===== config.mk =====
export PLATFORM = sky130hd
export DESIGN_NAME = field_oriented_omni_drive_mixer_unit_flat
export DESIGN_NICKNAME = d
export VERILOG_FILES = /design/src/sv/fodm_pkg.sv /design/src/sv/fodm_ifs.sv /design/src/sv/field_oriented_omni_drive_mixer_unit.sv /design/src/flat_wrapper.sv
export SDC_FILE = /design/constraint.sdc
export NUM_CORES = 2
export LEC_CHECK = 0
export BUFFER_PORTS_ARGS = -buffer_cell sky130_fd_sc_hd__clkbuf_2
export CORE_ASPECT_RATIO = 1.5
export CORE_MARGIN = 5
export CORE_UTILIZATION = 30
export DETAILED_ROUTE_END_ITERATION = 12
export SLEW_MARGIN = 20
export SYNTH_ARGS = -nofsm -noshare
export SYNTH_HDL_FRONTEND = slang
export SYNTH_SLANG_ARGS = --single-unit

===== constraint.sdc =====
create_clock -name clk -period 22.2 [get_ports clk]
set_input_delay 4.44 -clock clk [delete_from_list [all_inputs] [get_ports clk]]
set_output_delay 4.44 -clock clk [all_outputs]
set_load 0.005 [all_outputs]

===== src/sv/fodm_pkg.sv =====
`default_nettype none

package fodm_pkg;

  // Heading resolution: only the top ANGLE_BITS bits of the heading are used.
  localparam int ANGLE_BITS = 16;
  localparam int FRAC_SHIFT = ANGLE_BITS - 7;
  localparam int PHASE_W    = ANGLE_BITS - 1;
  localparam int SINE_PTS   = 33;
  localparam int SINE_IDX_W = 6;

  // Quarter-wave sine points in Q1.15; the last point is saturated.
  localparam logic [15:0] SINE_Q15 [SINE_PTS] = '{
    16'd0,     16'd1608,  16'd3212,  16'd4808,  16'd6393,  16'd7962,  16'd9512,  16'd11039,
    16'd12540, 16'd14010, 16'd15447, 16'd16846, 16'd18205, 16'd19520, 16'd20788, 16'd22006,
    16'd23170, 16'd24279, 16'd25330, 16'd26320, 16'd27246, 16'd28106, 16'd28899, 16'd29622,
    16'd30274, 16'd30853, 16'd31357, 16'd31786, 16'd32138, 16'd32413, 16'd32610, 16'd32729,
    16'd32767
  };

  // Speed scale codes; the spare code acts as full speed.
  localparam logic [1:0] SCALE_0P3 = 2'd0;
  localparam logic [1:0] SCALE_0P5 = 2'd1;
  localparam logic [1:0] SCALE_1P0 = 2'd2;

  typedef logic signed [7:0] stick_t;
  typedef logic        [7:0] trig_t;
  typedef logic       [15:0] heading_t;
  typedef logic        [1:0] scale_t;
  typedef logic signed [9:0] motor_t;

endpackage

`default_nettype wire


===== src/sv/fodm_ifs.sv =====
`default_nettype none

interface fodm_in_if;
  logic               valid;
  logic               ready;
  fodm_pkg::stick_t   stick_x;
  fodm_pkg::stick_t   stick_y;
  fodm_pkg::trig_t    trigger_right;
  fodm_pkg::trig_t    trigger_left;
  fodm_pkg::heading_t heading;
  fodm_pkg::scale_t   speed_scale;

  modport source (output valid, stick_x, stick_y, trigger_right, trigger_left, heading,
                  speed_scale, input ready);
  modport sink   (input valid, stick_x, stick_y, trigger_right, trigger_left, heading,
                  speed_scale, output ready);
endinterface

interface fodm_out_if;
  logic             valid;
  logic             ready;
  fodm_pkg::motor_t motor_bottom;
  fodm_pkg::motor_t motor_down;
  fodm_pkg::motor_t motor_up;
  fodm_pkg::motor_t motor_top;

  modport source (output valid, motor_bottom, motor_down, motor_up, motor_top, input ready);
  modport sink   (input valid, motor_bottom, motor_down, motor_up, motor_top, output ready);
endinterface

`default_nettype wire


===== src/sv/field_oriented_omni_drive_mixer_unit.sv =====
// Field-oriented mixer for a four-wheel omni drive.
// in_ch carries one control sample per beat: stick x/y, both triggers, gyro heading
// and a speed-scale code. out_ch carries one beat per sample with the four motor
// commands (bottom, down, up, top), 10-bit two's complement.
// Both channels use valid/ready; a beat moves when both are high.
// Throughput: one sample per clock while out_ch does not stall; the eight register
// stages (sine lookup, interpolation, stick products, wheel sums, scale product,
// numerator, reciprocal product, correction/output) each hold one sample.
// Stall: the whole pipe advances together; when the output beat is held by the
// receiver, in_ch.ready drops in the same cycle and every stage holds its data.
// Bubbles travel as cleared valid bits, so nothing is lost or repeated.
// Reset (rst_n low, synchronous): all valid bits clear; the pipe is empty and
// ready right after. Data registers are not reset.
`default_nettype none

module field_oriented_omni_drive_mixer_unit (
  input  wire        clk,
  input  wire        rst_n,
  fodm_in_if.sink    in_ch,
  fodm_out_if.source out_ch
);

  localparam int AB = fodm_pkg::ANGLE_BITS;
  localparam int FS = fodm_pkg::FRAC_SHIFT;
  localparam int PW = fodm_pkg::PHASE_W;
  localparam int QW = AB - 2;
  localparam int IW = fodm_pkg::SINE_IDX_W;
  localparam int NSTG = 8;

  localparam logic [AB-1:0] EIGHTH  = AB'(1 << (AB - 3));
  localparam logic [PW-1:0] QUARTER = PW'(1 << (AB - 2));

  localparam logic [1:0] QUAD_I   = 2'd0;
  localparam logic [1:0] QUAD_II  = 2'd1;
  localparam logic [1:0] QUAD_III = 2'd2;

  // Reciprocal of 125 in Q22; one correction step finishes the quotient.
  localparam logic [15:0] RECIP_125 = 16'd33554;
  localparam logic  [6:0] DIV_125   = 7'd125;
  localparam logic [16:0] TWO_DIV   = 17'd250;

  // Lanes of the last stages: 0 bottom, 1 down, 2 up, 3 top.
  localparam int LANES = 4;

  // ---------------------------------------------------------------------------
  // Pipe control: one enable for all stages
  // ---------------------------------------------------------------------------
  logic [NSTG-1:0] vld_r;
  logic [NSTG-1:0] vld_nxt;
  logic            pipe_en;

  assign pipe_en     = !vld_r[NSTG-1] || out_ch.ready;
  assign in_ch.ready = pipe_en;
  assign vld_nxt     = pipe_en ? {vld_r[NSTG-2:0], in_ch.valid} : vld_r;

  always_ff @(posedge clk) begin
    if (!rst_n) begin
      vld_r <= '0;
    end else begin
      vld_r <= vld_nxt;
    end
  end

  // ---------------------------------------------------------------------------
  // Stage A: heading + 45 degrees, table lookups for both quarter phases
  // ---------------------------------------------------------------------------
  logic [AB-1:0] ang;
  logic [PW-1:0] phase [2];
  logic [IW-1:0] tidx  [2];
  logic [IW-1:0] tlo   [2];
  logic [IW-1:0] thi   [2];
  logic [15:0]   tdiff [2];

  logic [14:0]        base_a_r [2];
  logic [10:0]        diff_a_r [2];
  logic [FS-1:0]      frac_a_r [2];
  logic [1:0]         quad_a_r;
  logic signed [7:0]  x_a_r;
  logic signed [7:0]  y_a_r;
  logic signed [8:0]  d_a_r;
  logic [1:0]         code_a_r;

  always_comb begin
    ang      = in_ch.heading[15 -: AB] + EIGHTH;
    phase[0] = {1'b0, ang[QW-1:0]};
    phase[1] = QUARTER - phase[0];
    for (int k = 0; k < 2; k++) begin
      tidx[k]  = phase[k][PW-1:FS];
      // at the quarter point the fraction is zero, so the slope is a don't-care
      tlo[k]   = {1'b0, tidx[k][IW-2:0]};
      thi[k]   = tlo[k] + IW'(1);
      tdiff[k] = fodm_pkg::SINE_Q15[thi[k]] - fodm_pkg::SINE_Q15[tlo[k]];
    end
  end

  always_ff @(posedge clk) begin
    if (pipe_en) begin
      for (int k = 0; k < 2; k++) begin
        base_a_r[k] <= fodm_pkg::SINE_Q15[tidx[k]][14:0];
        diff_a_r[k] <= tdiff[k][10:0];
        frac_a_r[k] <= phase[k][FS-1:0];
      end
      quad_a_r <= ang[AB-1 -: 2];
      x_a_r    <= in_ch.stick_x;
      y_a_r    <= in_ch.stick_y;
      d_a_r    <= $signed({1'b0, in_ch.trigger_right}) - $signed({1'b0, in_ch.trigger_left});
      code_a_r <= in_ch.speed_scale;
    end
  end

  // ---------------------------------------------------------------------------
  // Stage B: interpolate, fold quadrant into sin/cos; rotation term
  // ---------------------------------------------------------------------------
  logic [10+FS:0]      ip_prod [2];
  logic [14:0]         qsin    [2];
  logic signed [15:0]  s_nxt;
  logic signed [15:0]  c_nxt;
  logic [5:0]          k5m_nxt;
  logic [20:0]         tcoef;

  logic signed [15:0]  s_b_r;
  logic signed [15:0]  c_b_r;
  logic signed [7:0]   x_b_r;
  logic signed [7:0]   y_b_r;
  logic signed [29:0]  t_b_r;
  logic [5:0]          k5m_b_r;

  always_comb begin
    for (int k = 0; k < 2; k++) begin
      ip_prod[k] = diff_a_r[k] * frac_a_r[k];
      qsin[k]    = base_a_r[k] + {4'd0, ip_prod[k][10+FS:FS]};
    end
    case (quad_a_r)
      QUAD_I: begin
        s_nxt = $signed({1'b0, qsin[0]});
        c_nxt = $signed({1'b0, qsin[1]});
      end
      QUAD_II: begin
        s_nxt = $signed({1'b0, qsin[1]});
        c_nxt = -$signed({1'b0, qsin[0]});
      end
      QUAD_III: begin
        s_nxt = -$signed({1'b0, qsin[0]});
        c_nxt = -$signed({1'b0, qsin[1]});
      end
      default: begin
        s_nxt = -$signed({1'b0, qsin[1]});
        c_nxt = $signed({1'b0, qsin[0]});
      end
    endcase
    // wheel numerator, reduced by 16: -5*m*p + 98304*(15-m)*d, scale = 0.1*m
    case (code_a_r)
      fodm_pkg::SCALE_0P3: begin
        k5m_nxt = 6'd15;
        tcoef   = 21'd1179648;
      end
      fodm_pkg::SCALE_0P5: begin
        k5m_nxt = 6'd25;
        tcoef   = 21'd983040;
      end
      default: begin
        k5m_nxt = 6'd50;
        tcoef   = 21'd491520;
      end
    endcase
  end

  always_ff @(posedge clk) begin
    if (pipe_en) begin
      s_b_r   <= s_nxt;
      c_b_r   <= c_nxt;
      x_b_r   <= x_a_r;
      y_b_r   <= y_a_r;
      t_b_r   <= d_a_r * $signed({1'b0, tcoef});
      k5m_b_r <= k5m_nxt;
    end
  end

  // ---------------------------------------------------------------------------
  // Stage C: stick products
  // ---------------------------------------------------------------------------
  logic signed [23:0] sx_c_r;
  logic signed [23:0] cy_c_r;
  logic signed [23:0] cx_c_r;
  logic signed [23:0] sy_c_r;
  logic signed [29:0] t_c_r;
  logic [5:0]         k5m_c_r;

  always_ff @(posedge clk) begin
    if (pipe_en) begin
      sx_c_r  <= s_b_r * x_b_r;
      cy_c_r  <= c_b_r * y_b_r;
      cx_c_r  <= c_b_r * x_b_r;
      sy_c_r  <= s_b_r * y_b_r;
      t_c_r   <= t_b_r;
      k5m_c_r <= k5m_b_r;
    end
  end

  // ---------------------------------------------------------------------------
  // Stage D: rotated wheel terms p0 = -s*x + c*y, p1 = -c*x - s*y
  // ---------------------------------------------------------------------------
  logic signed [24:0] p0_d_r;
  logic signed [24:0] p1_d_r;
  logic signed [29:0] t_d_r;
  logic [5:0]         k5m_d_r;

  always_ff @(posedge clk) begin
    if (pipe_en) begin
      p0_d_r  <= 25'(cy_c_r) - 25'(sx_c_r);
      p1_d_r  <= -25'(cx_c_r) - 25'(sy_c_r);
      t_d_r   <= t_c_r;
      k5m_d_r <= k5m_c_r;
    end
  end

  // ---------------------------------------------------------------------------
  // Stage E: speed scale
  // ---------------------------------------------------------------------------
  logic signed [31:0] q0_e_r;
  logic signed [31:0] q1_e_r;
  logic signed [29:0] t_e_r;

  always_ff @(posedge clk) begin
    if (pipe_en) begin
      q0_e_r <= p0_d_r * $signed({1'b0, k5m_d_r});
      q1_e_r <= p1_d_r * $signed({1'b0, k5m_d_r});
      t_e_r  <= t_d_r;
    end
  end

  // ---------------------------------------------------------------------------
  // Stage F: four numerators, sign/magnitude, drop the 2^14 factor of 2048000
  // ---------------------------------------------------------------------------
  logic signed [32:0] num [LANES];
  logic [32:0]        mag [LANES];
  logic [15:0]        b_f_r   [LANES];
  logic               neg_f_r [LANES];

  always_comb begin
    num[0] = 33'(t_e_r) - 33'(q1_e_r);
    num[1] = 33'(t_e_r) + 33'(q0_e_r);
    num[2] = 33'(t_e_r) - 33'(q0_e_r);
    num[3] = 33'(t_e_r) + 33'(q1_e_r);
    for (int k = 0; k < LANES; k++) begin
      mag[k] = num[k][32] ? 33'(-num[k]) : 33'(num[k]);
    end
  end

  always_ff @(posedge clk) begin
    if (pipe_en) begin
      for (int k = 0; k < LANES; k++) begin
        b_f_r[k]   <= mag[k][29:14];
        neg_f_r[k] <= num[k][32];
      end
    end
  end

  // ---------------------------------------------------------------------------
  // Stage G: estimate b / 125 by reciprocal
  // ---------------------------------------------------------------------------
  logic [31:0] rprod [LANES];
  logic [9:0]  q_g_r   [LANES];
  logic [15:0] b_g_r   [LANES];
  logic        neg_g_r [LANES];

  always_comb begin
    for (int k = 0; k < LANES; k++) begin
      rprod[k] = b_f_r[k] * RECIP_125;
    end
  end

  always_ff @(posedge clk) begin
    if (pipe_en) begin
      for (int k = 0; k < LANES; k++) begin
        q_g_r[k]   <= rprod[k][31:22];
        b_g_r[k]   <= b_f_r[k];
        neg_g_r[k] <= neg_f_r[k];
      end
    end
  end

  // ---------------------------------------------------------------------------
  // Stage H: correct the quotient by one, restore sign, clamp, output register
  // ---------------------------------------------------------------------------
  logic [16:0]        rem  [LANES];
  logic [10:0]        quo  [LANES];
  logic signed [10:0] sval [LANES];
  logic [9:0]         mot_nxt [LANES];
  logic               rem_ok;
  logic [9:0]         mot_r [LANES];

  always_comb begin
    rem_ok = 1'b1;
    for (int k = 0; k < LANES; k++) begin
      rem[k]  = 17'(b_g_r[k]) - q_g_r[k] * DIV_125;
      quo[k]  = 11'(q_g_r[k]) + 11'(rem[k] >= 17'(DIV_125));
      sval[k] = neg_g_r[k] ? -$signed(quo[k]) : $signed(quo[k]);
      if (sval[k] > 11'sd511) begin
        mot_nxt[k] = 10'h1FF;
      end else if (sval[k] < -11'sd512) begin
        mot_nxt[k] = 10'h200;
      end else begin
        mot_nxt[k] = sval[k][9:0];
      end
      rem_ok = rem_ok && (rem[k] < TWO_DIV);
    end
  end

  always_ff @(posedge clk) begin
    if (pipe_en) begin
      for (int k = 0; k < LANES; k++) begin
        mot_r[k] <= mot_nxt[k];
      end
    end
  end

  assign out_ch.valid        = vld_r[NSTG-1];
  assign out_ch.motor_bottom = $signed(mot_r[0]);
  assign out_ch.motor_down   = $signed(mot_r[1]);
  assign out_ch.motor_up     = $signed(mot_r[2]);
  assign out_ch.motor_top    = $signed(mot_r[3]);

  // ---------------------------------------------------------------------------
  // Assertions
  // ---------------------------------------------------------------------------
  a_hold_on_stall: assert property (@(posedge clk) disable iff (!rst_n)
    !pipe_en |=> $stable(vld_r))
    else $error("pipe valid bits moved during a stall");

  a_beat_enters: assert property (@(posedge clk) disable iff (!rst_n)
    in_ch.valid && in_ch.ready |=> vld_r[0])
    else $error("accepted input beat did not enter the pipe");

  a_num_range: assert property (@(posedge clk) disable iff (!rst_n)
    vld_r[5] |-> (b_f_r[0][15] || b_f_r[1][15] || b_f_r[2][15] || b_f_r[3][15]) == 1'b0)
    else $error("wheel numerator exceeds its range");

  a_quot_fix: assert property (@(posedge clk) disable iff (!rst_n)
    vld_r[6] |-> rem_ok)
    else $error("reciprocal quotient off by more than one");

endmodule

`default_nettype wire


===== src/flat_wrapper.sv =====
// flat-port wrapper written by rule: the top's interface ports become plain ports
module field_oriented_omni_drive_mixer_unit_flat 
  (clk, rst_n, in_ch_valid, in_ch_stick_x, in_ch_stick_y, in_ch_trigger_right, in_ch_trigger_left, in_ch_heading, in_ch_speed_scale, in_ch_ready, out_ch_valid, out_ch_motor_bottom, out_ch_motor_down, out_ch_motor_up, out_ch_motor_top, out_ch_ready);
  fodm_in_if in_ch_i ();
  fodm_out_if out_ch_i ();
  input  wire clk;
  input  wire rst_n;
  input wire logic [$bits(in_ch_i.valid)-1:0] in_ch_valid;
  input wire logic [$bits(in_ch_i.stick_x)-1:0] in_ch_stick_x;
  input wire logic [$bits(in_ch_i.stick_y)-1:0] in_ch_stick_y;
  input wire logic [$bits(in_ch_i.trigger_right)-1:0] in_ch_trigger_right;
  input wire logic [$bits(in_ch_i.trigger_left)-1:0] in_ch_trigger_left;
  input wire logic [$bits(in_ch_i.heading)-1:0] in_ch_heading;
  input wire logic [$bits(in_ch_i.speed_scale)-1:0] in_ch_speed_scale;
  output wire logic [$bits(in_ch_i.ready)-1:0] in_ch_ready;
  output wire logic [$bits(out_ch_i.valid)-1:0] out_ch_valid;
  output wire logic [$bits(out_ch_i.motor_bottom)-1:0] out_ch_motor_bottom;
  output wire logic [$bits(out_ch_i.motor_down)-1:0] out_ch_motor_down;
  output wire logic [$bits(out_ch_i.motor_up)-1:0] out_ch_motor_up;
  output wire logic [$bits(out_ch_i.motor_top)-1:0] out_ch_motor_top;
  input wire logic [$bits(out_ch_i.ready)-1:0] out_ch_ready;
  assign in_ch_i.valid = in_ch_valid;
  assign in_ch_i.stick_x = in_ch_stick_x;
  assign in_ch_i.stick_y = in_ch_stick_y;
  assign in_ch_i.trigger_right = in_ch_trigger_right;
  assign in_ch_i.trigger_left = in_ch_trigger_left;
  assign in_ch_i.heading = in_ch_heading;
  assign in_ch_i.speed_scale = in_ch_speed_scale;
  assign in_ch_ready = in_ch_i.ready;
  assign out_ch_valid = out_ch_i.valid;
  assign out_ch_motor_bottom = out_ch_i.motor_bottom;
  assign out_ch_motor_down = out_ch_i.motor_down;
  assign out_ch_motor_up = out_ch_i.motor_up;
  assign out_ch_motor_top = out_ch_i.motor_top;
  assign out_ch_i.ready = out_ch_ready;
  field_oriented_omni_drive_mixer_unit u_core (.clk(clk), .rst_n(rst_n), .in_ch(in_ch_i), .out_ch(out_ch_i));
endmodule

==> out/results.tsv <==
metric	value	unit
outcome	complete, no violations	
yosysUniqueCellTypes	105	
final_cell_area	0.0993	mm2
drc	0	
max_stage_delay	0.63	ns
crit_path_frequent_cell	clkbuf_2	
required	17.76	ns
syn_avg_cell_area	9.68	um2
start_util	30.1	%
ctsRootBufferMaster	clkbuf_16	
hold_viol_final	0	
ys.flop_type	edfxtp_1	
clk_latency	0.76	ns
cp_max_fo	74	
setup_tns	0	ns
cts_resized	0	
clk_path_buf_depth	3	
seq_area_frac_synth	21.4	%
dpl-instance-area	0.0964	mm2
holdBufCountCts	0	
fp-row-count	248	
synth_top_cell_by_area	fa_1	
cts.clk_slew.worst_paths	0.06	ns
grt_max_degree	141	
finalMaxSlewViolations	0	
slowest_stage	nor2b_1	
fin_cells	13500	
met2_usage	26.0	%
ys_warn_count	0	
use_met1	13.8	%
synth_cells	9454	
gp_congestion	0.891	
crit_type	input port to output pin	
slew_headroom	31.2	%
postCtsSetupRepairBufs	0	
num_vias	63000	
grt_overflow	0	
fp.dieW	461	um
synthesis.nets	11900	
drive_above_1_share	3.86	%
drtIter0Drc	2593	
critPathArrivalTime	5.86	ns
grt_util_met3	1.18	%
rsz0062_at_grt	false	
tritoncts	done	
drv_cap	0	
vias_per_cell	4.67	
multi_input_area	0.0639	mm2
grt_pass1_wl	337000	um
finalWirelength	204000	um
grt_pass1_vias	66400	
synth.top_cell.area_share	23.7	%
core_area	0.304	mm2
synth_edf_count	647	
min_period	10.30	ns
place_hpwl	168000	um
end_kind	output pin	
first_pass_iters	6	
synth_common_cells	inv_1, ha_1, fa_1	
top_usage_layer	met2	
die_y	687	um
hold_path.class	flip-flop to flip-flop	
die_area	0.317	mm2
grt_usage	13.0	%
numCtsBuffers	83	
layout.nets	11900	
yosysMostFrequentCell	inv_1	
synth_area_leaders	fa_1, edfxtp_1, ha_1, inv_1, xnor2_1	
io_buffers	95	
wl_per_cell	15.1	um
finalCritPeriodShare	46.4	%
clock-sinks	655	
syn_to_final_growth	8.50	%
ys_seq_elements	655	
ant_nets	0	
tightest_slew	1.02	ns
fin_ws	11.90	ns
grt_antenna_before_repair	5	
post-place-ws	11.83	ns
async_reset_ff_share	0	%
dpl.cell_count	13300	
seq_area	0.0196	mm2
skew	0.0974	ns
cp-start-kind	input port	
htree_levels	3	
path_cells	clkbuf_2 > nor2b_1 > inv_8 > clkbuf_2	
syn_area	0.0915	mm2
fmax	97.1	MHz
num-fill-cells	31400	
ios	96	
setup_viol	0	
==> sequential cells by signal, indices dropped and copies added, names as in the netlist, 30 cells and up <==
| register | count |
|---|---|
| u_core.b_f_r | 64 |
| u_core.b_g_r | 64 |
| u_core.mot_r | 40 |
| u_core.q_g_r | 40 |
| u_core.q0_e_r | 32 |
| u_core.q1_e_r | 32 |
| u_core.base_a_r | 30 |
==> worst max-delay path: cells and delay by family <==
| kind | cells | cell delay (ns) |
|---|---|---|
| buf+inv | 3 | 0.72 |
| simple gates | 1 | 0.63 |
==> metal layers <==
layer | wire length, um | vias up
met5 | 47 | -
met4 | 9380 | 6
met3 | 5170 | 355
met2 | 113000 | 893
met1 | 76800 | 31000
li1 | - | 30700
==> path summary, 6_finish.rpt <==
kind / cells past startpoint / to / slack, ns / from
max: 4 / in_ch_ready / 11.90 / out_ch_ready
max reg2reg: 28 / u_core.mot_r[2][8]$_SDFFCE_PN1P_ / 13.73 / u_core.q_g_r[2][3]$_DFFE_PP_
min: 0 / u_core.t_c_r[22]$_DFFE_PP_ / 0.42 / u_core.t_b_r[22]$_DFFE_PP_
min reg2reg: 0 / u_core.t_c_r[22]$_DFFE_PP_ / 0.42 / u_core.t_b_r[22]$_DFFE_PP_
==> metrics by stage <==
stage | utilization, % | hold slack (ns)
2_1_floorplan | - | 0.400
3_3_place_gp | 31.7 | 0.400
6_report | 32.7 | 0.416
4_1_cts | 32.7 | 0.415
3_5_place_dp | 31.7 | 0.405
5_1_grt | 32.7 | 0.422
==> cells in the final DEF, fill, tap and decap left out, types with 29 or more instances in the layout <==
master,instances
ha_1,1334
buf_4,46
a21o_1,98
o31ai_1,29
xor2_1,127
fa_1,1085
and2_1,533
a21oi_1,375
nand2b_1,111
o211ai_1,30
o21bai_1,40
a21boi_0,35
nor2_1,342
edfxtp_1,647
o21a_1,68
clkbuf_16,83
or3_1,43
o21ai_0,283
a211oi_1,48
a31oi_1,60
and3_1,58
nand2_1,774
nand3_1,129
xnor2_1,402
clkbuf_2,95
nor3_1,139
nor2b_1,74
nand4_1,36
inv_1,1887
==> kinds of logic after synthesis <==
family          share of synthesized area, %
fa+ha+maj                               42.0
simple gates                            12.7
buf+inv                                 8.84
compound gates                          9.25
flops                                   21.4
xor+xnor                                5.19
mux                                    0.595
==> area by class of cell <==
cell class                      instances  share of cell area, %
Tap cell                             4000                   5.04
Clock inverter                         62                  0.795
Inverter                             1894                   7.17
Timing Repair Buffer                  142                  0.846
Sequential cell                       655                   19.7
Clock buffer                           89                   2.11
Multi-Input combinational cell       6646                   64.3
Antenna cell                            2                0.00504
Power is left out: the tool's default activity adds up to more than one toggle a clock period on the data nets, which glitch-free logic cannot reach.
